==> src/rtl/core/ttacc_pkg.sv <==
package ttacc_pkg;

    // Default sizes of the slot and CPU tables
    localparam int MAX_SLOTS_DEF = 64;
    localparam int MAX_CPUS_DEF  = 8;

    // Counter width
    localparam int CNT_W = 64;

    // Configuration port
    localparam int CFG_W     = 7;
    localparam int CFG_IDX_W = 1;
    localparam logic [CFG_IDX_W-1:0] CFG_SLOTS = 1'b0;
    localparam logic [CFG_IDX_W-1:0] CFG_CPUS  = 1'b1;

    // Event codes on the action field
    localparam logic [1:0] ACT_TICK    = 2'd0;
    localparam logic [1:0] ACT_SWITCH  = 2'd1;
    localparam logic [1:0] ACT_RD_SLOT = 2'd2;
    localparam logic [1:0] ACT_RD_CPU  = 2'd3;

    // Classified operations handed from front to back
    typedef logic [2:0] op_t;
    localparam op_t OP_NONE      = 3'd0;
    localparam op_t OP_DROP      = 3'd1;
    localparam op_t OP_TICK_TASK = 3'd2;
    localparam op_t OP_TICK_IDLE = 3'd3;
    localparam op_t OP_SWITCH    = 3'd4;
    localparam op_t OP_RD_SLOT   = 3'd5;
    localparam op_t OP_RD_CPU    = 3'd6;

    // Queue depth between front and back
    localparam int Q_DEPTH = 2;

    typedef struct packed {
        op_t              op;
        logic [7:0]       slot;
        logic [7:0]       cpu;
        logic [CNT_W-1:0] ready;
    } job_t;

endpackage

==> src/rtl/core/ttacc_front.sv <==
module ttacc_front #(
    parameter int MAX_SLOTS = ttacc_pkg::MAX_SLOTS_DEF,
    parameter int MAX_CPUS  = ttacc_pkg::MAX_CPUS_DEF
) (
    input  logic                             clk,
    input  logic                             rst_n,
    input  logic                             cfg_we,
    input  logic [ttacc_pkg::CFG_IDX_W-1:0]  cfg_index,
    input  logic [ttacc_pkg::CFG_W-1:0]      cfg_data,
    input  logic                             in_valid,
    output logic                             in_ready,
    input  logic [1:0]                       action,
    input  logic [7:0]                       cpu,
    input  logic signed [8:0]                slot,
    input  logic                             is_idle_task,
    input  logic [ttacc_pkg::CNT_W-1:0]      ready_stamp,
    input  logic                             q_full,
    output logic                             push,
    output ttacc_pkg::job_t                  job,
    output logic [3:0]                       eff_cpus
);
    import ttacc_pkg::*;

    logic [6:0] slots_reg, slots_next;
    logic [3:0] cpus_reg, cpus_next;
    logic [7:0] eff_slots;
    logic [7:0] eff_cpus_w;
    logic       slot_ok;
    logic       cpu_ok;
    op_t        op;

    // Configuration registers
    always_comb
    begin
        slots_next = slots_reg;
        cpus_next  = cpus_reg;
        if (cfg_we)
        begin
            case (cfg_index)
                CFG_SLOTS: slots_next = cfg_data;
                CFG_CPUS:  cpus_next  = cfg_data[3:0];
                default:   ;
            endcase
        end
    end

    always_ff @(posedge clk or negedge rst_n)
    begin
        if (!rst_n)
        begin
            slots_reg <= '0;
            cpus_reg  <= '0;
        end
        else
        begin
            slots_reg <= slots_next;
            cpus_reg  <= cpus_next;
        end
    end

    // Clamp to table sizes
    assign eff_slots  = ({1'b0, slots_reg} > 8'(MAX_SLOTS)) ? 8'(MAX_SLOTS) : {1'b0, slots_reg};
    assign eff_cpus_w = ({4'b0, cpus_reg} > 8'(MAX_CPUS)) ? 8'(MAX_CPUS) : {4'b0, cpus_reg};
    assign eff_cpus   = eff_cpus_w[3:0];

    assign slot_ok = !slot[8] && (slot[7:0] < eff_slots);
    assign cpu_ok  = (cpu < eff_cpus_w);

    // Classify the event
    always_comb
    begin
        op = OP_NONE;
        case (action)
            ACT_TICK:
            begin
                if (eff_slots == '0)
                begin
                    op = OP_NONE;
                end
                else if (!cpu_ok)
                begin
                    op = OP_DROP;
                end
                else if (!slot_ok || is_idle_task)
                begin
                    op = OP_TICK_IDLE;
                end
                else
                begin
                    op = OP_TICK_TASK;
                end
            end
            ACT_SWITCH:  op = slot_ok ? OP_SWITCH : OP_NONE;
            ACT_RD_SLOT: op = slot_ok ? OP_RD_SLOT : OP_NONE;
            ACT_RD_CPU:  op = cpu_ok ? OP_RD_CPU : OP_NONE;
            default:     op = OP_NONE;
        endcase
    end

    assign in_ready  = !q_full;
    assign push      = in_valid && !q_full;
    assign job.op    = op;
    assign job.slot  = slot[7:0];
    assign job.cpu   = cpu;
    assign job.ready = ready_stamp;

endmodule

==> config.mk <==
export PLATFORM = sky130hd
export DESIGN_NAME = ttacc_front
export DESIGN_NICKNAME = d
export VERILOG_FILES = /design/src/rtl/core/ttacc_pkg.sv /design/src/rtl/core/ttacc_front.sv
export SDC_FILE = /design/constraint.sdc
export NUM_CORES = 1
export LEC_CHECK = 0
export BUFFER_PORTS_ARGS = -buffer_cell sky130_fd_sc_hd__buf_2
export CAP_MARGIN = 30
export CORE_MARGIN = 3
export CORE_UTILIZATION = 31
export CTS_CLUSTER_DIAMETER = 100
export DETAILED_ROUTE_END_ITERATION = 16
export GPL_ROUTABILITY_DRIVEN = 0
export PLACE_DENSITY = 0.8
export SLEW_MARGIN = 20
export SYNTH_ARGS = -nofsm -noshare
export SYNTH_HDL_FRONTEND = slang
export SYNTH_SLANG_ARGS = --single-unit
==> constraint.sdc <==
create_clock -name clk -period 2.4 [get_ports clk]
set_input_delay 0.36 -clock clk [delete_from_list [all_inputs] [get_ports clk]]
set_output_delay 0.36 -clock clk [all_outputs]
set_load 0.05 [all_outputs]
---- Yosys cells after proc, flatten, opt, wreduce, memory -nomap -nowiden ----
Index checks and enable logic that the tools add are counted.
word-level totals
  output and inout bits ................... 89
  register bits ........................... 11
  input bits .............................. 97
  word-level logic and storage cells ...... 29
cells by class
  $lt $le $gt $ge ......................... 4
  bitwise gates (word level) .............. 1
  reductions and logical operators ........ 10
  mux-type cells .......................... 9
  equal/unequal tests ..................... 3
operators with widths
  cell                number
  $pmux 3 s4          1
  $mux 3              3
  $logic_not 8->1     1
  $lt 8x4->1          1
  $lt 8x7->1          1
  $gt 7x7->1 const B  1
  $mux 7              1
  $eq 2x2->1 const B  2
  $gt 4x4->1 const B  1
  $mux 2              2
  $mux 4              1
  $reduce_and 2->1    2
  $logic_not 1->1     3
  $eq 2x1->1 const B  1
  $logic_and 1x1->1   2
  $logic_not 2->1     1
  $logic_or 1x1->1    1
  $mux 1              1
  $not 1->1           1

---- Depth between registers and ports, before layout ----
Gate-level depths: netlist of the first run.
  depth after elaboration ................. 10
  depth in mapped cells ................... 8

---- Least setup slack after synthesis of the first run ----
No wires, ideal clock.
  path type ............................... register to output
  from .................................... reg cpus_reg[3]
  to ...................................... out job[81] (netlist name)
  cell stages (with the launch flop) ...... 5
  setup slack ............................. -0.515 ns
  path buffers ............................ 0
  arrival time ............................ 2.555 ns
  cell sequence ........................... dfrtp_1 -> nor2b_1 -> a21oi_1 -> a2111oi_4 -> a21boi_1
RTL lines
  item                    RTL line           source
  start, declared         ttacc_front.sv:25  logic [3:0] cpus_reg, cpus_next;
  start signal, assigned  ttacc_front.sv:57  cpus_reg <= cpus_next;
  end, declared           ttacc_front.sv:19  output ttacc_pkg::job_t job,

==> results.cfg, run 1 <==
[timing]
period_minus_slack_ns = 2.54
drv_slew = 0
final_hold_viol_count = 0
timing.slew.headroom_pct = 61.5
fin_skew_ns = 0
postLayoutSetupSlackWorst_ns = -0.138
final_min_period_over_clock_period_pct = 106
finalSetupViolCount = 2
rsz0062_at_grt = yes
worst_slew_pin_slew_ns = 0.577
clock.fmax_mhz = 394
setup_total_negative_slack_ns = -0.238
hold-worst-slack_ns = 0.338

[setup_path]
path_class = flop to output port
slowest_cell_on_crit_path = sky130_fd_sc_hd__or4b_1
path_buf_inv = 2
worst-endpoint-arrival_ns = 2.18
critical_path_peak_fanout = 4
setup.worst_path.end_class = output port
crit_path_leading_delay_family = simple AND/OR/NAND/NOR gates
cp_cell_sequence = inv_2, nand2_2, ha_4, or4b_1, o2111ai_2, a211o_1, nand3_2, o211ai_1, buf_4
critical_path_required_ns = 2.04
cpPeakStageDelay_ns = 0.47
worst_setup_path_start_kind = flop

[grt]
first_pass_grt_wire_length_um = 4600
grt_antenna_before_repair = 0
gr-total-overflow = 0
grt_use_total_pct = 11.7
first_global_vias = 949
grt_start_max_net_pins = 12

[routing]
via_per_inst = 4.72
drt-initial-drc-count = 7
drcViolationCount = 0
antenna_violating_nets_post_route = 0
dr_total_vias = 896
routed_wl_um = 3340
detail_route.first_pass.iterations = 3
wl_per_cell_um = 17.6

[pwr]
power.share.clock_pct = 24.0
worst_ir_drop_vdd_uv = 305
p_sw_w = 0.000306
power_report.internal_total_w = 0.000469
cellLeakagePower_nw = 0.646
pwr-share-seq_pct = 30.6
post-layout-total-power_w = 0.000775
power_per_cell_area_mw_per_mm2 = 587
comb_power_share_pct = 45.4
switching_fraction_pct = 39.5

[synth]
synth_warnings = 0
syn-cell-area_mm2 = 0.00137
synth_area_per_cell_um2 = 8.96
synth.net_count = 259
synth_area_leader = sky130_fd_sc_hd__buf_4
ys_seq_elements = 11
number_of_distinct_library_cell_variants_in_the_gate_level_netlist_after_synthesis = 26
synth_top_cells_by_area = sky130_fd_sc_hd__buf_4 44%, sky130_fd_sc_hd__dfrtp_1 20%, sky130_fd_sc_hd__ha_1 8.2%
area_share_of_the_largest_cell_type_after_synthesis_pct = 43.8
postSynthCellCount = 153
ys_seq_area_share_pct = 20.1

[die]
die_outline_height_um = 72.5
die_area_mm2 = 0.00526
placement_rows = 23
die_wd_um = 72.5
start_util_pct = 33.1
core_footprint_mm2 = 0.00414
io-pin-count = 186

[cells_and_area]
area_growth_syn_to_layout_pct = -3.65
layout.cells.most_common_list = 54 x sky130_fd_sc_hd__buf_2, 11 x sky130_fd_sc_hd__dfrtp_1, 10 x sky130_fd_sc_hd__mux2_2, 8 x sky130_fd_sc_hd__buf_4
mostFrequentLayoutCell = sky130_fd_sc_hd__buf_2
post_route_cells_drive_above_1_share_pct = 67.9
finalNetCount = 247
largest_register_ff_count = 7
antenna_diode_count = 0
post-route-util_pct = 31.9

[worst_hold_path]
min-delay-path-class = primary input to flop

[status]
outcome = finished with violations
failed_checks = setup timing

[clock_tree]
cts_root_buf = sky130_fd_sc_hd__clkbuf_8
worstSkewPairLatency_ns = 0.24
clock_buffers_created_by_tritoncts = 3
clk_pin_slew_ns = 0.05
max_root_sink_buffers = 2
tritoncts = built
cts.sinks = 11
cts_htree_levels = 1

[placement]
buffer_ports.inserted = 57
post-dp-hpwl_um = 2820

[run]
max_cap_violations = 0
-- final timing paths --
path                         startpoint            to  slack, ns  depth (start not counted)
max                        slots_reg[6]       job[82]      -0.14                          9
min                         cfg_data[6]  slots_reg[6]       0.34                          3
max reg2reg                 cpus_reg[3]   cpus_reg[3]       1.50                          2
min reg2reg                 cpus_reg[0]   cpus_reg[0]       0.50                          1
max in group asynchronous         rst_n   cpus_reg[3]       1.68                          2
min in group asynchronous         rst_n  slots_reg[6]       0.52                          2
-- cells by family after synthesis --
kind of cell    Yosys count  share of synthesized area (%)
compound gates           13                           8.58
fa+ha+maj                 9                           8.21
buf+inv                  88                           46.0
flops                    11                           20.1
mux                      10                           8.21
simple gates             22                           8.94
-- stage by stage --
stage               instance area (um2)  setup slack [ns]  std cells
floorplan                          1380            -0.260        153
global placement                   1130            0.0287        180
detailed placement                 1130          -0.00959        180
CTS                                1270            -0.116        189
global route                       1320            -0.245        190
finish                             1320            -0.138        190
-- power by group through the flow --
stage	combinational [W]	clock (W)	sequential, W
6_report	0.000352	0.000186	0.000237
5_1_grt	0.000382	0.000203	0.000243
4_1_cts	0.000329	0.000195	0.000235
3_5_place_dp	0.000299	0	0.000237
3_3_place_gp	0.000294	0	0.000236
2_1_floorplan	0.000518	0	0.000230
-- routing by layer --
layer  vias to the layer above  track usage, %  routed length, um
li1                        409               -                  -
met3                        14            5.82                450
met5                         -               0                  0
met2                        75            19.9               1670
met4                         0            5.53                 85
met1                       398            11.8               1130
-- worst min-delay path, stage by stage --
cell and delay, ns:
sky130_fd_sc_hd__buf_2 0.08, sky130_fd_sc_hd__nand2_1 0.04, sky130_fd_sc_hd__o21ai_0 0.06
-- cell usage after synthesis --
master / instances
sky130_fd_sc_hd__or4_4: 1
sky130_fd_sc_hd__a21oi_1: 1
sky130_fd_sc_hd__and4b_1: 1
sky130_fd_sc_hd__ha_1: 9
sky130_fd_sc_hd__a2111oi_1: 1
sky130_fd_sc_hd__a211oi_1: 1
sky130_fd_sc_hd__nor4_1: 1
sky130_fd_sc_hd__buf_4: 80
sky130_fd_sc_hd__nor3_1: 1
sky130_fd_sc_hd__nor2b_1: 3
sky130_fd_sc_hd__nand3_1: 3
sky130_fd_sc_hd__a211o_1: 2
sky130_fd_sc_hd__nand2_1: 10
sky130_fd_sc_hd__a2111oi_4: 1
sky130_fd_sc_hd__mux2_2: 10
sky130_fd_sc_hd__o211ai_1: 2
sky130_fd_sc_hd__a21boi_1: 1
sky130_fd_sc_hd__o21ai_0: 1
sky130_fd_sc_hd__o22ai_1: 1
sky130_fd_sc_hd__dfrtp_1: 11
sky130_fd_sc_hd__a21o_1: 1
sky130_fd_sc_hd__or4b_1: 1
sky130_fd_sc_hd__o2111ai_1: 1
sky130_fd_sc_hd__nand4b_1: 1
sky130_fd_sc_hd__clkbuf_1: 2
sky130_fd_sc_hd__inv_1: 6
-- cell type report --
cell class / instances / area (um2)
Multi-Input combinational cell: 54 / 553
Inverter: 6 / 22.5
Tap cell: 50 / 62.6
Sequential cell: 11 / 275
Clock buffer: 4 / 45.0
Fill cell: 458 / 2820
Timing Repair Buffer: 65 / 363
-- what timing repair did --
item	in CTS	in global routing
setup buffers	4	1
pin swaps	6	3
hold buffers	1	0
gates resized for setup	11	9
endpoints found under the setup margin	3	3
hold endpoints to repair	11	0
(Power assumes the default switching activity.)
==> run 2, diff against run 1 <==
Settings changed: ABC_AREA set to 1, CORE_UTILIZATION 31 to 32, PLACE_DENSITY 0.8 to 0.81, SLEW_MARGIN 20 to unset.
==> results.cfg, run 2 <==
[cells_and_area]
largest_register_ff_count = 7
finalNetCount = 282
mostFrequentLayoutCell = sky130_fd_sc_hd__buf_2
post-route-util_pct = 31.6
filler_cell_count = 480
antenna_diode_count = 0
area_growth_syn_to_layout_pct = -7.43
layout.cells.most_common_list = 55 x sky130_fd_sc_hd__buf_2, 26 x sky130_fd_sc_hd__nand2_1, 19 x sky130_fd_sc_hd__inv_1, 11 x sky130_fd_sc_hd__dfrtp_1, 9 x sky130_fd_sc_hd__o21ai_0
post_route_cells_drive_above_1_share_pct = 48.6
final_area_mm2 = 0.00131

[grt]
gr-total-overflow = 0
grt_start_max_net_pins = 13
grt_use_total_pct = 10.0
first_global_vias = 971
first_pass_grt_wire_length_um = 4050
grt_antenna_before_repair = 0

[placement]
place_area_mm2 = 0.00115
pre_cts_slack_ns = 0.0909
post-dp-hpwl_um = 2260
buffer_ports.inserted = 57

[setup_path]
worst-endpoint-arrival_ns = 2.05
critical_path_required_ns = 2.04
cp_cell_sequence = nor2_2, nand3_2, nand2_4, nand2_1, ha_4, nand2_1, nand3_1, a41oi_2, nand3_2, nand2_1, nand2_1, buf_6
path_class = flop to output port
path_buf_inv = 1
worst_setup_path_start_kind = flop
cpPeakStageDelay_ns = 0.40
setup.worst_path.end_class = output port
crit_path_leading_delay_family = simple AND/OR/NAND/NOR gates
critical_path_peak_fanout = 6
slowest_cell_on_crit_path = sky130_fd_sc_hd__dfrtp_1
cp_common_cell = sky130_fd_sc_hd__nand2_1

[routing]
drt-initial-drc-count = 26
antenna_violating_nets_post_route = 0
wl_per_cell_um = 12.2
detail_route.first_pass.iterations = 4
dr_total_vias = 1014
via_per_inst = 4.51
drcViolationCount = 0
routed_wl_um = 2740

[synth]
number_of_distinct_library_cell_variants_in_the_gate_level_netlist_after_synthesis = 21
postSynthCellCount = 192
synth_area_leader = sky130_fd_sc_hd__buf_4
synthMostInstantiatedCell = sky130_fd_sc_hd__buf_4
synth_common_cells = 80 x sky130_fd_sc_hd__buf_4, 31 x sky130_fd_sc_hd__nand2_1, 19 x sky130_fd_sc_hd__inv_1
synth_enable_flop_cells = 0
synth-async-reset-ratio_pct = 100
synth_area_per_cell_um2 = 7.37
synth_warnings = 0
synth_flop_cell = sky130_fd_sc_hd__dfrtp_1
syn-cell-area_mm2 = 0.00142
area_share_of_the_largest_cell_type_after_synthesis_pct = 42.4
ys_seq_elements = 11
ys_seq_area_share_pct = 19.5
synth.net_count = 298
synth_top_cells_by_area = sky130_fd_sc_hd__buf_4 42%, sky130_fd_sc_hd__dfrtp_1 19%, sky130_fd_sc_hd__nand2_1 8.2%

[clock_tree]
cts.sinks = 11
cts_root_buf = sky130_fd_sc_hd__clkbuf_8
tritoncts = built
cts_htree_levels = 1
clk_pin_slew_ns = 0.05
clock_buffers_created_by_tritoncts = 3
worstSkewPairLatency_ns = 0.24
max_root_sink_buffers = 2

[status]
failed_checks = setup timing
outcome = finished with violations

[timing]
postLayoutSetupSlackWorst_ns = -0.00560
hold-worst-slack_ns = 0.349
period_minus_slack_ns = 2.41
clock.fmax_mhz = 416
timing.slew.headroom_pct = 75.6
finalSetupViolCount = 1
worst_slew_pin_slew_ns = 0.366
final_min_period_over_clock_period_pct = 100
fin_skew_ns = 0
setup_total_negative_slack_ns = -0.00560
drv_slew = 0
final_hold_viol_count = 0
rsz0062_at_grt = yes

[die]
die_wd_um = 72.5
die_area_mm2 = 0.00526
placement_rows = 23
start_util_pct = 34.1
core_footprint_mm2 = 0.00414
io-pin-count = 186
die_outline_height_um = 72.5

[pwr]
power_per_cell_area_mw_per_mm2 = 558
cellLeakagePower_nw = 0.730
worst_ir_drop_vdd_uv = 118

[run]
max_cap_violations = 0

[worst_hold_path]
min-delay-path-class = primary input to flop
==> run 2: changes by cell type in the layout (fill, tap and decap cells not counted), moves of 5 or more <==
cell / change
sky130_fd_sc_hd__nand2_1: +20
sky130_fd_sc_hd__inv_1: +15
sky130_fd_sc_hd__mux2_2: -8
sky130_fd_sc_hd__o21ai_0: +8
sky130_fd_sc_hd__buf_4: -5
sky130_fd_sc_hd__nor2_1: +5
sky130_fd_sc_hd__nor2_2: +5
==> run 2: final timing paths <==
kind | startpoint | end | slack (ns) | depth (start not counted)
hold / removal | cfg_data[5] | slots_reg[5] | 0.35 | 2
setup reg to reg | slots_reg[2] | slots_reg[2] | 1.60 | 3
setup / recovery | slots_reg[5] | job[80] | -0.006 | 12
min in group asynchronous | rst_n | slots_reg[6] | 0.52 | 2
hold reg to reg | cpus_reg[0] | cpus_reg[0] | 0.49 | 2
max in group asynchronous | rst_n | slots_reg[0] | 1.68 | 2
==> run 2: metal layers <==
| metal | part of all wire [%] | GRT usage, % | vias to the layer above |
|---|---|---|---|
| met2 | 46 | 15.6 | 75 |
| met5 | 0 | 0 | - |
| met1 | 35 | 8.98 | 439 |
| met3 | 16 | 7.48 | 17 |
| li1 | - | - | 483 |
| met4 | 2.9 | 6.97 | 0 |
==> run 2: layout make-up <==
class                           count  area (um2)  share of cell area [%]
Tap cell                           50        62.6                    4.78
Multi-Input combinational cell     79         522                    39.8
Clock buffer                        4        45.0                    3.44
Timing Repair Buffer               61         330                    25.2
Sequential cell                    11         275                    21.0
Inverter                           20        75.1                    5.73
==> run 2: cell families (layout without fill, tap and decap cells) <==
logic type                 after synthesis  count (layout)  synth area share [%]
muxes                                    2               2                  1.59
buffers and inverters                  102              85                  48.3
and+or+nand+nor                         53              53                  17.2
adders and majority gates                9               9                  7.96
AOI/OAI and AO/OA                       15              15                  5.57
DFF                                     11              11                  19.5
==> run 2: worst register-to-register path: cells and delay by family (launching register included) <==
kind / cells / cell delay (ns)
buffers and inverters: 1 / 0.14
DFF: 1 / 0.40
AOI/OAI and AO/OA: 1 / 0.08
and+or+nand+nor: 1 / 0.05
==> run 2: per-stage QoR <==
stage | cells | total power, W
2_1_floorplan | 192 | 0.000737
6_report | 225 | 0.000731
3_5_place_dp | 217 | 0.000514
5_1_grt | 225 | 0.000783
4_1_cts | 223 | 0.000715
3_3_place_gp | 217 | 0.000506
==> run 2: power breakdown <==
group          total (W)  internal [W]  switching (W)
registers       0.000230      0.000210      0.0000199
clock network   0.000186      0.000117      0.0000691
logic           0.000315      0.000107       0.000208
total           0.000731      0.000434       0.000297
==> run 2: what timing repair did <==
item / in CTS / in global routing
pin swaps: 2 / 10
hold endpoints to repair: 11 / 0
endpoints found under the setup margin: 2 / 2
gates resized for setup: 6 / 10
setup buffers: 1 / 2
hold buffers: 1 / 0
