--- config.mk ---
export PLATFORM = sky130hd
export DESIGN_NAME = ttacc_fifo
export DESIGN_NICKNAME = d
export VERILOG_FILES = /design/src/rtl/core/ttacc_pkg.sv /design/src/rtl/core/ttacc_fifo.sv
export SDC_FILE = /design/constraint.sdc
export NUM_CORES = 1
export LEC_CHECK = 0
export BUFFER_PORTS_ARGS = -buffer_cell sky130_fd_sc_hd__buf_2
export CAP_MARGIN = 20
export CORE_ASPECT_RATIO = 1.2
export CORE_MARGIN = 10
export CORE_UTILIZATION = 27
export CTS_BUF_LIST = sky130_fd_sc_hd__clkbuf_2
export CTS_CLUSTER_DIAMETER = 40
export CTS_CLUSTER_SIZE = 16
export DETAILED_ROUTE_END_ITERATION = 6
export PLACE_DENSITY_LB_ADDON = 0.15
export SLEW_MARGIN = 20
export SYNTH_ARGS = -nofsm -noshare
export SYNTH_HDL_FRONTEND = slang
export SYNTH_SLANG_ARGS = --single-unit
--- constraint.sdc ---
create_clock -name clk -period 12.3 [get_ports clk]
set_clock_uncertainty 0.05 [all_clocks]
set_input_delay 0.615 -clock clk [delete_from_list [all_inputs] [get_ports clk]]
set_output_delay 0.615 -clock clk [all_outputs]
set_load 0.05 [all_outputs]
--- src/rtl/core/ttacc_pkg.sv ---
package ttacc_pkg;

    // Default sizes of the slot and CPU tables
    localparam int MAX_SLOTS_DEF = 64;
    localparam int MAX_CPUS_DEF  = 8;

    // Counter width
    localparam int CNT_W = 64;

    // Configuration port
    localparam int CFG_W     = 7;
    localparam int CFG_IDX_W = 1;
    localparam logic [CFG_IDX_W-1:0] CFG_SLOTS = 1'b0;
    localparam logic [CFG_IDX_W-1:0] CFG_CPUS  = 1'b1;

    // Event codes on the action field
    localparam logic [1:0] ACT_TICK    = 2'd0;
    localparam logic [1:0] ACT_SWITCH  = 2'd1;
    localparam logic [1:0] ACT_RD_SLOT = 2'd2;
    localparam logic [1:0] ACT_RD_CPU  = 2'd3;

    // Classified operations handed from front to back
    typedef logic [2:0] op_t;
    localparam op_t OP_NONE      = 3'd0;
    localparam op_t OP_DROP      = 3'd1;
    localparam op_t OP_TICK_TASK = 3'd2;
    localparam op_t OP_TICK_IDLE = 3'd3;
    localparam op_t OP_SWITCH    = 3'd4;
    localparam op_t OP_RD_SLOT   = 3'd5;
    localparam op_t OP_RD_CPU    = 3'd6;

    // Queue depth between front and back
    localparam int Q_DEPTH = 2;

    typedef struct packed {
        op_t              op;
        logic [7:0]       slot;
        logic [7:0]       cpu;
        logic [CNT_W-1:0] ready;
    } job_t;

endpackage

--- src/rtl/core/ttacc_fifo.sv ---
module ttacc_fifo (
    input  logic            clk,
    input  logic            rst_n,
    input  logic            push,
    input  ttacc_pkg::job_t push_job,
    output logic            full,
    input  logic            pop,
    output logic            head_valid,
    output ttacc_pkg::job_t head_job
);
    import ttacc_pkg::*;

    localparam int AW = (Q_DEPTH > 1) ? $clog2(Q_DEPTH) : 1;
    localparam int CW = $clog2(Q_DEPTH + 1);

    job_t          mem_reg [Q_DEPTH];
    logic [AW-1:0] wr_ptr_reg, wr_ptr_next;
    logic [AW-1:0] rd_ptr_reg, rd_ptr_next;
    logic [CW-1:0] count_reg, count_next;

    assign full       = (count_reg == CW'(Q_DEPTH));
    assign head_valid = (count_reg != '0);
    assign head_job   = mem_reg[rd_ptr_reg];

    // Pointer and fill count update
    always_comb
    begin
        wr_ptr_next = wr_ptr_reg;
        rd_ptr_next = rd_ptr_reg;
        count_next  = count_reg;
        if (push)
        begin
            wr_ptr_next = (wr_ptr_reg == AW'(Q_DEPTH - 1)) ? '0 : wr_ptr_reg + 1'b1;
        end
        if (pop)
        begin
            rd_ptr_next = (rd_ptr_reg == AW'(Q_DEPTH - 1)) ? '0 : rd_ptr_reg + 1'b1;
        end
        if (push && !pop)
        begin
            count_next = count_reg + 1'b1;
        end
        else if (pop && !push)
        begin
            count_next = count_reg - 1'b1;
        end
    end

    always_ff @(posedge clk or negedge rst_n)
    begin
        if (!rst_n)
        begin
            wr_ptr_reg <= '0;
            rd_ptr_reg <= '0;
            count_reg  <= '0;
        end
        else
        begin
            wr_ptr_reg <= wr_ptr_next;
            rd_ptr_reg <= rd_ptr_next;
            count_reg  <= count_next;
        end
    end

    // Entry storage
    always_ff @(posedge clk)
    begin
        if (push)
        begin
            mem_reg[wr_ptr_reg] <= push_job;
        end
    end

endmodule

* Word level (Yosys, flattened, before mapping)
Memory sizes are Yosys's and may differ from the RTL's. Cells that the tools add are included.
Word-level totals: bits in registers 4, latch bits 0, memory bits (writable) 166, memory bits (read-only) 0, input port bits 87, output and inout bits 85, logic and storage cells 21, memories 1
Cells by class: add/subtract/negate cells 4, $mul 0, div/mod/pow operators 0, order comparisons 0, equal/unequal tests 1, shift-type cells 0, multiplexer cells 6, bitwise operators 0, reduce and logical (&&, ||, !) cells 6
Memory list:
- mem_reg | depth 2, bits a word 83, rd ports 1, clocked after memory_dff 0, write ports 1, line ttacc_fifo.sv:16 | job_t mem_reg [Q_DEPTH];
Operators with widths (count):
- $mux 1 | 4
- $mux 2 | 2
- $reduce_bool 2->1 | 2
- $add 1x1->1 const B | 2
- $add 2x1->2 const B | 1
- $eq 2x2->1 const B | 1
- $logic_and 1x1->1 | 2
- $logic_not 1->1 | 2
- $sub 2x1->2 const B | 1

* Logic depth before layout (Yosys ltp)
Gate-level depths: netlist (run 1).
depth in word-level cells 4, mapped depth 5, gate-level depth less buffers 5

* Least setup slack after synthesis (run 1)
OpenSTA, ideal clock, no wires.
kind input-to-reg, from in push, to mem mem_reg[0][0] (netlist bit) (enable), setup time 0.535 ns, data arrival time 4.241 ns, slack 7.474 ns, cell stages on the path 1, path buffers 0, cell sequence nor2b_1
Between the ends: cells in the longest elaborated chain, start to end 2
Ends and longest elaborated chain:
- start, declared | line ttacc_fifo.sv:4 | input logic push,
- $mux 1 | line ttacc_fifo.sv:68 | if (push)
- $mux 1 (implied by the code) | line ttacc_fifo.sv:70 | mem_reg[wr_ptr_reg] <= push_job;
- end, declared | line ttacc_fifo.sv:16
No other way between the ends.

==> results by group, run 1 <==
Synthesis
  • Synthesized area per cell: between 20 and 25 um^2
  • Post-synthesis mux area share: 18.1%
  • XOR/XNOR Fraction of Synth Area: less than 1%
  • YS warnings: 0
  • Post-synthesis simple-gate area fraction: 0.448%
  • Syn Nets: ~360
  • Largest family of logic cells by synthesized area: multiplexers
  • Post-Syn Instances: approximately 270
  • Synth Area in Compound Gates: 0%
  • Cell Area, Synth: about 6400 um^2
  • Synthesized flop and latch total: 170
  • Sequential fraction of the synthesis area: 79.2%
  • Synthesized-area fraction occupied by adder cells: 0.195%
  • Netlist cell types: 14

Timing
  • Pins Over Slew Limit: 0
  • Worst slew pin tran: slightly below 900 ps
  • Rel. slew slack: between 40% and 50%
  • Final hold violation count: 0
  • Final setup fails: 0
  • Unrepaired setup endpoints after global routing: false
  • Tmin final: 3830 ps
  • Post-route clock period utilization: ~31%
  • Max Freq: 261 MHz
  • Total negative slack: 0 ps

Run status
  • Result of the run: completed

Floorplanning
  • Rows: 61
  • Die Wd: around 160 um
  • Core area: approximately 23000 um^2
  • Starting density of the core: between 20% and 30%
  • Die Height: 189 um
  • I/O pin cnt: 172
  • Die area: just over 30000 um^2

Setup path
  • Worst reg-to-reg path cell count: 2
  • Reg2reg setup slack: 10190 ps
  • CP required: between 10000 and 15000 ps
  • Slowest CP cell: dfrtp_4
  • Worst-path maximum fanout: 50
  • Startpoint Class: register
  • Worst EP arrival: 3170 ps
  • Worst Setup End Kind: output port
  • Critical-path cell list: buf_4 > mux2_2 > buf_2
  • Max incr delay on CP: around 940 ps
  • Kind of critical path: register to output port

Final layout
  • Area of the multi-input gates: about 1300 um^2
  • Register area: approximately 5100 um^2
  • Max reg flops: between 150 and 200
  • Net count, final: approximately 640
  • Ratio of cells with drive above 1 in the final layout: ~52%
  • Synthesis-to-layout area growth: 36.5%
  • Fill count: 2197
  • Final instance area: between 8000 and 9000 um^2

Power and ir drop
  • VDD IR max: 0.140 mV
  • Power per cell area: between 200 and 250 nW/um^2
  • Int Power: 1.13 mW
  • Sequential Power Share: 40.4%
  • P_sw: approximately 0.9 mW
  • Sw Share: between 40% and 50%
  • Power share of the clock group: 14.3%
  • Gate power share: between 40% and 50%
  • Leak Pwr: approximately 3.4 nW

Routing
  • Vias: about 3500
  • Avg WL per Cell: roughly 17 um
  • Total Wirelength: 14.8 mm
  • Drt via density: ~4.0
  • # DRC: 0
  • Antenna viol nets, final: 0
  • TritonRoute pass-1 iters: 4
  • DRT iter0 DRCs: between 100 and 150

Global routing
  • Initial antenna violation count: 3
  • Busiest grt layer: met2
  • Global-route track usage on met3: under 10%
  • Met2 Track Usage GR: between 10% and 20%
  • Largest net degree at the start of global routing: 53
  • Number of global-route vias before repair: a little over 4000
  • GRT Resource Usage Total: between 9 and 10%
  • M1 GR Usage: 10.8%
  • First-pass GRT wire length: about 23 mm
  • GR Overflow Total: 0

Place
  • Gp weighted congestion: 0.667
  • PortBufs: approximately 170
  • HPWL Detailed: around 9.6 mm
  • Post-placement cell area: 7620 um^2

Clock tree
  • Clk_lat worst skew: 710 ps
  • Clk slew on worst S/H paths: roughly 280 ps
  • CTS tree: done
  • Clock tree buffer depth: 2
  • H-tree depth: 4
  • Clock sink count: 170
  • Clock root cell: clkbuf_2
  • # resized after CTS: 0
  • Number of buffers created by CTS: 17

Worst hold path
  • Hold path cells: 1
  • Worst Hold Class: register to register

Job
  • Max Cap Violations: 0
[layer usage]
metal  wire [um]  share of wire [%]
met5           8              0.054
met4         178                1.2
met3         834                5.6
met2        7630                 52
met1        6120                 41
[critical path: cells and delay by family (launching register included)]
| kind | cells | cell delay, ps |
|---|---|---|
| flip-flops | 1 | 940 |
| buffers and inverters | 2 | 980 |
| multiplexers | 1 | 420 |
[Yosys cell counts]
library cell	instances	area [um^2]
xor2_1	4	35.0
buf_6	7	78.8
edfxtp_1	166	4980
nor2b_1	2	12.5
mux2_2	23	259
and2_1	1	6.26
xnor2_1	1	8.76
nor2_1	1	3.75
buf_2	2	10.0
inv_1	1	3.75
or2_2	1	6.26
ha_1	1	12.5
mux2_4	60	901
dfrtp_1	4	100
[final timing paths]
check,startpoint,end
worst max-delay path,rd_ptr_reg,head_job[81]
worst min-delay path,count_reg[1],count_reg[1]
worst max register to register,wr_ptr_reg,mem_reg[1][80]
worst min register to register,count_reg[1],count_reg[1]
max in group asynchronous,rst_n,rd_ptr_reg
min in group asynchronous,rst_n,count_reg[0]
[placed cells by master (no fill, tap or decap), types with 2 or more instances in the layout]
cell,count
xor2_1,4
inv_8,4
dfrtp_1,3
buf_2,171
inv_6,3
buf_4,3
mux2_2,23
diode_2,2
mux2_4,60
clkinv_8,3
edfxtp_1,166
clkinv_4,3
dlygate4sd3_1,88
clkbuf_2,17
[layout make-up]
cell class / count / share of cell area (%)
clock inverters: 15 / 1.80
repair buffers: 263 / 20.3
clock buffers: 17 / 0.970
inverters: 1 / 0.0428
well taps: 315 / 4.49
multi-input cells: 94 / 14.3
diodes: 2 / 0.0571
flip-flops and latches: 170 / 58.0
[stage by stage]
stage | hold WS (ps) | util, % | total power [mW] | worst slack, ps | std cells
2_1_floorplan | 269 | - | 1.59 | 7470 | 274
3_3_place_gp | 380 | 32.7 | 1.76 | 9250 | 754
3_5_place_dp | 381 | 32.7 | 1.77 | 9210 | 754
4_1_cts | 383 | 37.6 | 2.10 | 8270 | 874
5_1_grt | 376 | 37.7 | 2.16 | 8170 | 876
6_report | 474 | 37.7 | 2.05 | 8470 | 877
[logic make-up (layout without fill, tap and decap cells)]
logic type	Yosys count	count (layout)
buffers and inverters	10	296
adders and majority gates	1	1
muxes	83	83
and+or+nand+nor	5	5
DFF	170	170
other	0	2
xor gates and xnor gates	5	5
[power groups by stage]
stage | Combinational [mW] | Clock (mW) | Sequential (mW)
6_report | 0.929 | 0.294 | 0.829
4_1_cts | 0.948 | 0.314 | 0.834
5_1_grt | 0.979 | 0.339 | 0.843
3_5_place_dp | 0.923 | 0 | 0.848
2_1_floorplan | 0.773 | 0 | 0.814
3_3_place_gp | 0.919 | 0 | 0.844
[what timing repair did]
| action | 4_1_cts | 5_1_grt |
|---|---|---|
| hold buffers | 88 | 0 |
| endpoints found under the hold margin | 172 | 0 |
| setup endpoints to repair | 0 | 0 |
| buffers inserted | 0 | 0 |
Power figures use the tool's default switching activity.
==> inputs of run 2 (changes only) <==
- clock period: 12.3 -> 3.8 ns (I/O delays scaled with it)
==> results by group, run 2 (synthesis results as in run 1) <==
Final layout
  • Synthesis-to-layout area growth: 40.7% (was 36.5%)
  • Register area: 5090 um^2 (unchanged)
  • Net count, final: 658 (was 635)
  • Commonest non-fill, non-tap cell in the layout: buf_2 (unchanged)
  • Ratio of cells with drive above 1 in the final layout: 51.0% (was 52.3%)
  • Fill count: 2204 (was 2197)
  • Area of the multi-input gates: 1250 um^2 (unchanged)
  • Final Non-Filler Cells: 898 (was 877)
  • Post-layout util: 38.8% (was 37.7%)
  • Max reg flops: 166 (unchanged)
  • Most frequent cells in the layout: 171 x buf_2, 166 x edfxtp_1, 107 x dlygate4sd3_1 (was 171 x buf_2, 166 x edfxtp_1, 88 x dlygate4sd3_1)
  • Final instance area: 9040 um^2 (was 8770 um^2)

Place
  • PortBufs: 171 (unchanged)
  • Gp weighted congestion: 0.679 (was 0.667)
  • Worst slack, placed: 1520 ps (was 9210 ps)
  • Inst Count DP: 759 (was 754)
  • HPWL Detailed: 9.59 mm (was 9.65 mm)
  • Post-placement cell area: 7670 um^2 (was 7620 um^2)

Routing
  • # DRC: 0 (unchanged)
  • Drt via density: 3.98 (was 3.96)
  • Avg WL per Cell: 16.3 um (was 16.8 um)
  • Total Wirelength: 14.7 mm (was 14.8 mm)
  • DRT iter0 DRCs: 136 (was 133)
  • TritonRoute pass-1 iters: 4 (unchanged)
  • Vias: 3578 (was 3474)
  • Antenna viol nets, final: 0 (unchanged)

Global routing
  • Largest net degree at the start of global routing: 49 (was 53)
  • GR Overflow Total: 0 (unchanged)
  • GRT Resource Usage Total: 9.58% (was 9.73%)
  • Number of global-route vias before repair: 4042 (was 4115)
  • First-pass GRT wire length: 22.6 mm (was 23.0 mm)
  • Initial antenna violation count: 1 (was 3)

Setup path
  • Slowest CP cell: dfrtp_4 (unchanged)
  • Startpoint Class: register (unchanged)
  • Critical-path cell list: buf_4 > mux2_4 > buf_2 (was buf_4 > mux2_2 > buf_2)
  • Worst Setup End Kind: output port (unchanged)
  • Crit. Startpoint: rd_ptr_reg (unchanged)
  • Kind of critical path: register to output port (unchanged)
  • CP required: 3560 ps (was 11640 ps)
  • Max incr delay on CP: 1070 ps (was 940 ps)
  • Worst-path maximum fanout: 48 (was 50)
  • R2R Path Start: wr_ptr_reg (unchanged)
  • Worst EP arrival: 2760 ps (was 3170 ps)

Floorplanning
  • I/O pin cnt: 172 (unchanged)
  • Core area: 23300 um^2 (unchanged)
  • Die area: 30400 um^2 (unchanged)
  • Die Height: 189 um (unchanged)
  • Rows: 61 (unchanged)
  • Starting density of the core: 27.6% (unchanged)
  • Die Wd: 161 um (unchanged)

Timing
  • Tmin final: roughly 3000 ps
  • Pins Over Slew Limit: 0 (unchanged)
  • Post-route clock period utilization: about four fifths
  • Final setup fails: 0 (unchanged)
  • Hold slack: 139 ps (was 474 ps)
  • Total negative slack: 0 ps (unchanged)
  • Final hold violation count: 0 (unchanged)
  • Rel. slew slack: 41.2% (was 41.4%)
  • Unrepaired setup endpoints after global routing: false (unchanged)
  • Worst slew pin tran: 882 ps (was 880 ps)
  • Max Freq: roughly 330 MHz
  • Setup ws final: 798 ps (was 8470 ps)

Clock tree
  • Clock tree buffer depth: 2 (unchanged)
  • CTS tree: done (unchanged)
  • Clk slew on worst S/H paths: 270 ps (was 280 ps)
  • Post-CTS Setup Inserts: 0 (unchanged)
  • Clock root cell: clkbuf_2 (unchanged)
  • Clock sink count: 170 (unchanged)
  • H-tree depth: 4 (unchanged)
  • Number of buffers created by CTS: 17 (unchanged)
  • Clk_lat worst skew: 680 ps (was 710 ps)

Power and ir drop
  • VDD IR max: 0.401 mV (was 0.140 mV)
  • Sw Share: 42.6% (was 44.8%)
  • Leak Pwr: 3.57 nW (was 3.45 nW)
  • Int Power: 3.93 mW (was 1.13 mW)
  • Power per cell area: 758 nW/um^2 (was 234 nW/um^2)
  • P_sw: 2.92 mW (was 0.918 mW)
  • Tot Pwr: 6.85 mW (was 2.05 mW)
  • Gate power share: 44.2% (was 45.3%)
  • Power share of the clock group: 16.4% (was 14.3%)
  • Sequential Power Share: 39.5% (was 40.4%)

Worst hold path
  • Hold Crit Start: push_job[44] (was count_reg[1])
  • Worst Hold Class: input pin to register (was register to register)

Job
  • Max Cap Violations: 0 (unchanged)

Run status
  • Result of the run: completed (unchanged)
## run 2: cell types whose count changed in the layout (fill, tap and decap cells not counted), moves of 2 or more
cell           delta
dlygate4sd3_1    +19
buf_4             +4
bufinv_16         +4
clkinv_8          -3
clkinv_4          -2
## run 2: power groups by stage
| stage | clock network (mW) | logic (mW) | registers (mW) |
|---|---|---|---|
| after floorplan | 0 | 2.50 | 2.62 |
| after global placement | 0 | 2.99 | 2.75 |
| after detailed placement | 0 | 3.00 | 2.77 |
| after CTS | 1.19 | 3.07 | 2.72 |
| after global routing | 1.27 | 3.19 | 2.76 |
| final | 1.12 | 3.03 | 2.70 |
## run 2: path summary, 6_finish.rpt
path,end,cells past startpoint,slack (ps)
worst max-delay path,head_job[11],3,800
worst min-delay path,mem_reg[0][44],2,140
worst max register to register,mem_reg[0][69],2,1920
worst min register to register,count_reg[1],1,460
max in group asynchronous,rd_ptr_reg,3,3210
min in group asynchronous,rd_ptr_reg,3,300
## run 2: cell type report
class                           instances  share of cell area [%]
Antenna cell                            1                  0.0277
Tap cell                              315                    4.36
Inverter                                1                  0.0415
Timing Repair Buffer                  286                    22.1
Sequential cell                       170                    56.3
Clock buffer                           17                   0.941
Clock inverter                         14                    2.33
Multi-Input combinational cell         94                    13.9
## run 2: what timing repair did
| item | 4_1_cts | 5_1_grt |
|---|---|---|
| resized for setup | 0 | 0 |
| hold endpoints to repair | 195 | 30 |
| hold buffers | 87 | 20 |
## run 2: routing by layer
| metal | wire, um | global-route usage [%] |
|---|---|---|
| met5 | 0 | 0 |
| met4 | 167 | 3.78 |
| met3 | 934 | 3.65 |
| met2 | 7550 | 16.4 |
| met1 | 6010 | 10.5 |
## run 2: critical path, delay by kind of cell (launching register included)
family | cells | cell delay, ps
buffers and inverters | 2 | 610
flip-flops | 1 | 1070
multiplexers | 1 | 330
==> inputs of run 3 (changes only) <==
- clock period: 3.8 -> 2.7 ns (I/O delays scaled with it)
==> results by group, run 3 <==
Synthesis
  • Netlist cell types: 14 (unchanged)
  • Area contributors post-synth: edfxtp_1 78%, mux2_4 14%, mux2_2 4.0% (unchanged)
  • YS warnings: 0 (unchanged)
  • Async S/R FF share, synth: 2.35% (unchanged)
  • Leading cell types by count after synthesis: 166 x edfxtp_1, 60 x mux2_4, 23 x mux2_2, 7 x buf_6 (unchanged)
  • Sequential fraction of the synthesis area: 79.2% (unchanged)
  • Most frequent cell after synthesis: edfxtp_1 (unchanged)
  • Cell Area, Synth: 6420 um^2 (unchanged)
  • Synthesized area per cell: 23.4 um^2 (unchanged)
  • Area leader, netlist: edfxtp_1 (unchanged)
  • Post-Syn Instances: 274 (unchanged)
  • Top-area cell type share of the netlist area: 77.6% (unchanged)
  • Syn Nets: 362 (unchanged)
  • Post-synth EDFFs: 166 (unchanged)
  • Main synth FF type: edfxtp_1 (unchanged)
  • Synthesized flop and latch total: 170 (unchanged)

Place
  • PortBufs: 171 (unchanged)
  • Gp weighted congestion: 0.642 (was 0.679)
  • HPWL Detailed: 9.41 mm (was 9.59 mm)
  • Post-placement cell area: 7670 um^2 (about the same)

Floorplanning
  • Die Height: 189 um (unchanged)
  • Rows: 61 (unchanged)
  • Starting density of the core: 27.6% (unchanged)
  • Die Wd: 161 um (unchanged)
  • I/O pin cnt: 172 (unchanged)

Clock tree
  • Post-CTS Setup Inserts: 0 (unchanged)
  • # resized after CTS: 0 (unchanged)
  • Clock sink count: 170 (unchanged)
  • H-tree depth: 4 (unchanged)
  • Clock tree buffer depth: 2 (unchanged)
  • Clock root cell: clkbuf_2 (unchanged)
  • Number of buffers created by CTS: 17 (unchanged)
  • Hold-fix buffers at CTS: 159 (was 87)

Run status
  • Result of the run: did not finish (was completed)
  • Fail Step: clock tree synthesis (4_1_cts)
  • Stop Error: [ERROR RSZ-0060] Max buffer count reached.
## run 3: cell counts after synthesis
No cell type changed its count.
## run 3: cell families after synthesis
group	after synthesis	synth area share [%]
buf+inv	10	1.44
fa+ha+maj	1	0.195
simple gates	5	0.448
flops	170	79.2
xor+xnor	5	0.682
mux	83	18.1
## run 3: per-stage QoR
stage          instances  hold WS [ps]  setup slack [ps]  utilization, %
2_1_floorplan        274          -211               571               -
3_5_place_dp         758         -87.4              1000            33.0
3_3_place_gp         758         -91.9              1040            33.0
==> inputs of run 4 (changes only) <==
- CORE_ASPECT_RATIO: 1.2 -> unset
- CORE_UTILIZATION: 27 -> 20
- CTS_BUF_LIST: sky130_fd_sc_hd__clkbuf_2 -> unset
- CTS_CLUSTER_DIAMETER: 40 -> unset
- CTS_CLUSTER_SIZE: 16 -> unset
- clock period: 2.7 -> 3.5 ns (I/O delays scaled with it)
==> results by group, run 4 (synthesis results as in run 1) <==
Floorplanning
  • I/O pin cnt: 172 (unchanged)
  • Starting density of the core: 20.3% (was 27.6%)
  • Core area: 31600 um^2
  • Die Wd: 199 um (was 161 um)
  • Rows: 65 (was 61)
  • Die Height: 199 um (was 189 um)
  • Die area: ~40000 um^2

Place
  • Gp weighted congestion: 0.640 (was 0.642)
  • PortBufs: 171 (unchanged)
  • Worst slack, placed: 1360 ps (was 1000 ps)
  • HPWL Detailed: 9.92 mm (was 9.41 mm)

Job
  • Max Cap Violations: 0

Power and ir drop
  • VDD IR max: approximately 0.41 mV
  • Int Power: around 4.9 mW
  • Power per cell area: between 800 and 900 nW/um^2
  • Leak Pwr: around 3.6 nW
  • Gate power share: about 40%
  • P_sw: 3.24 mW
  • Sequential Power Share: a little over a third
  • Power share of the clock group: a little under a quarter
  • Sw Share: about two fifths

Timing
  • Pins Over Slew Limit: 0
  • Setup ws final: approximately 950 ps
  • Max Freq: 392 MHz
  • Hold slack: between 50 and 60 ps
  • Total negative slack: 0 ps
  • Worst slew pin tran: between 600 and 700 ps
  • Final setup fails: 0
  • Tmin final: between 2000 and 3000 ps
  • Rel. slew slack: a little over half
  • Unrepaired setup endpoints after global routing: false
  • Final hold violation count: 0
  • Post-route clock period utilization: 72.9%

Worst hold path
  • Worst Hold Class: input pin to async pin

Clock tree
  • Clk_lat worst skew: around 420 ps
  • Clock root cell: clkbuf_16 (was clkbuf_2)
  • CTS tree: done
  • Clock tree buffer depth: 2 (unchanged)
  • # resized after CTS: 0 (unchanged)
  • Number of buffers created by CTS: 17 (unchanged)
  • H-tree depth: 4 (unchanged)
  • Clk slew on worst S/H paths: 70 ps
  • Post-CTS Setup Inserts: 0 (unchanged)
  • Clock sink count: 170 (unchanged)

Routing
  • Met2 WL: ~7.4 mm
  • Drt via density: 3.59
  • Met3 WL: between 1 and 1.5 mm
  • Avg WL per Cell: between 15 and 20 um
  • Total Wirelength: roughly 15 mm
  • DRT iter0 DRCs: between 80 and 90
  • Vias: around 3400
  • Antenna viol nets, final: 0
  • Met1 wire length: about 6.5 mm
  • DR top layer: met4
  • TritonRoute pass-1 iters: 4
  • # DRC: 0

Setup path
  • Worst-path maximum fanout: 31
  • Top delay family on crit path: flip-flops
  • Critical-path cell list: buf_4 > mux2_2 > buf_2
  • Worst reg-to-reg path cell count: 2
  • Crit path buffers/inverters: 2
  • Slowest CP cell: dfrtp_4
  • R2R Path Start: wr_ptr_reg
  • Worst Setup End Kind: output port
  • Max incr delay on CP: around 860 ps
  • Worst R2R End: mem_reg[1][45]
  • CP required: approximately 3300 ps
  • Worst EP arrival: between 2000 and 2500 ps
  • Startpoint Class: register
  • Reg2reg setup slack: between 1500 and 2000 ps
  • Critical path depth: 3
  • Kind of critical path: register to output port

Final layout
  • Diodes inserted: 0
  • Ratio of cells with drive above 1 in the final layout: 51.9%
  • Net count, final: ~630
  • Area of the multi-input gates: 1250 um^2
  • Register area: 5090 um^2
  • Commonest non-fill, non-tap cell in the layout: buf_2
  • Max reg flops: about 170
  • Synthesis-to-layout area growth: 43.7%
  • Post-layout util: about 29%
  • Most frequent cells in the layout: 171 x buf_2, 166 x edfxtp_1, 86 x dlygate4sd3_1
  • Fill count: 3155

Global routing
  • GRT Resource Usage Total: roughly 7.7%
  • Initial antenna violation count: 0
  • First-pass GRT wire length: around 23 mm
  • Largest net degree at the start of global routing: 44
  • GR Overflow Total: 0
  • Number of global-route vias before repair: between 4000 and 5000

Run status
  • Result of the run: completed (was did not finish)
[run 4: worst max-delay path by stage]
stage	from	to	slack, ps
after floorplan	wr_ptr_reg	mem_reg[0][0]	450
after global placement	rd_ptr_reg	head_job[62]	1350
after detailed placement	rd_ptr_reg	head_job[62]	1360
after CTS	rd_ptr_reg	head_job[62]	880
after global routing	rd_ptr_reg	head_job[62]	810
final	rd_ptr_reg	head_job[62]	950
[run 4: power by group through the flow]
stage	Combinational [mW]	Clock, mW	Sequential [mW]
floorplan	2.72	0	2.85
global placement	3.31	0	2.96
detailed placement	3.32	0	2.97
CTS	3.40	1.99	2.93
global route	3.50	2.07	2.96
finish	3.32	1.90	2.91
[run 4: area by class of cell]
| type | count | share of cell area (%) |
|---|---|---|
| clock buffer | 19 | 4.69 |
| clock inverter | 13 | 1.65 |
| inverter | 1 | 0.0407 |
| multi-input combinational | 94 | 13.6 |
| sequential | 170 | 55.1 |
| tap | 402 | 5.45 |
| timing repair buffer | 262 | 19.4 |
[run 4: what timing repair did]
action / in CTS / in global routing
endpoints found under the hold margin: 172 / 0
hold buffers: 86 / 0
setup endpoints to repair: 0 / 0
[run 4: per-stage QoR]
stage / power [mW] / instances / area [um^2]
floorplan: 5.56 / 274 / 6420
finish: 8.13 / 961 / 9230
global route: 8.53 / 961 / 9230
detailed placement: 6.29 / 843 / 7780
global placement: 6.27 / 843 / 7780
CTS: 8.31 / 961 / 9230
[run 4: layer usage]
layer  up-vias  global-route usage (%)
met1      1721                    8.80
li1       1622                       -
met3         6                    3.08
met2        97                    12.8
met5         -                       0
met4         0                    2.37
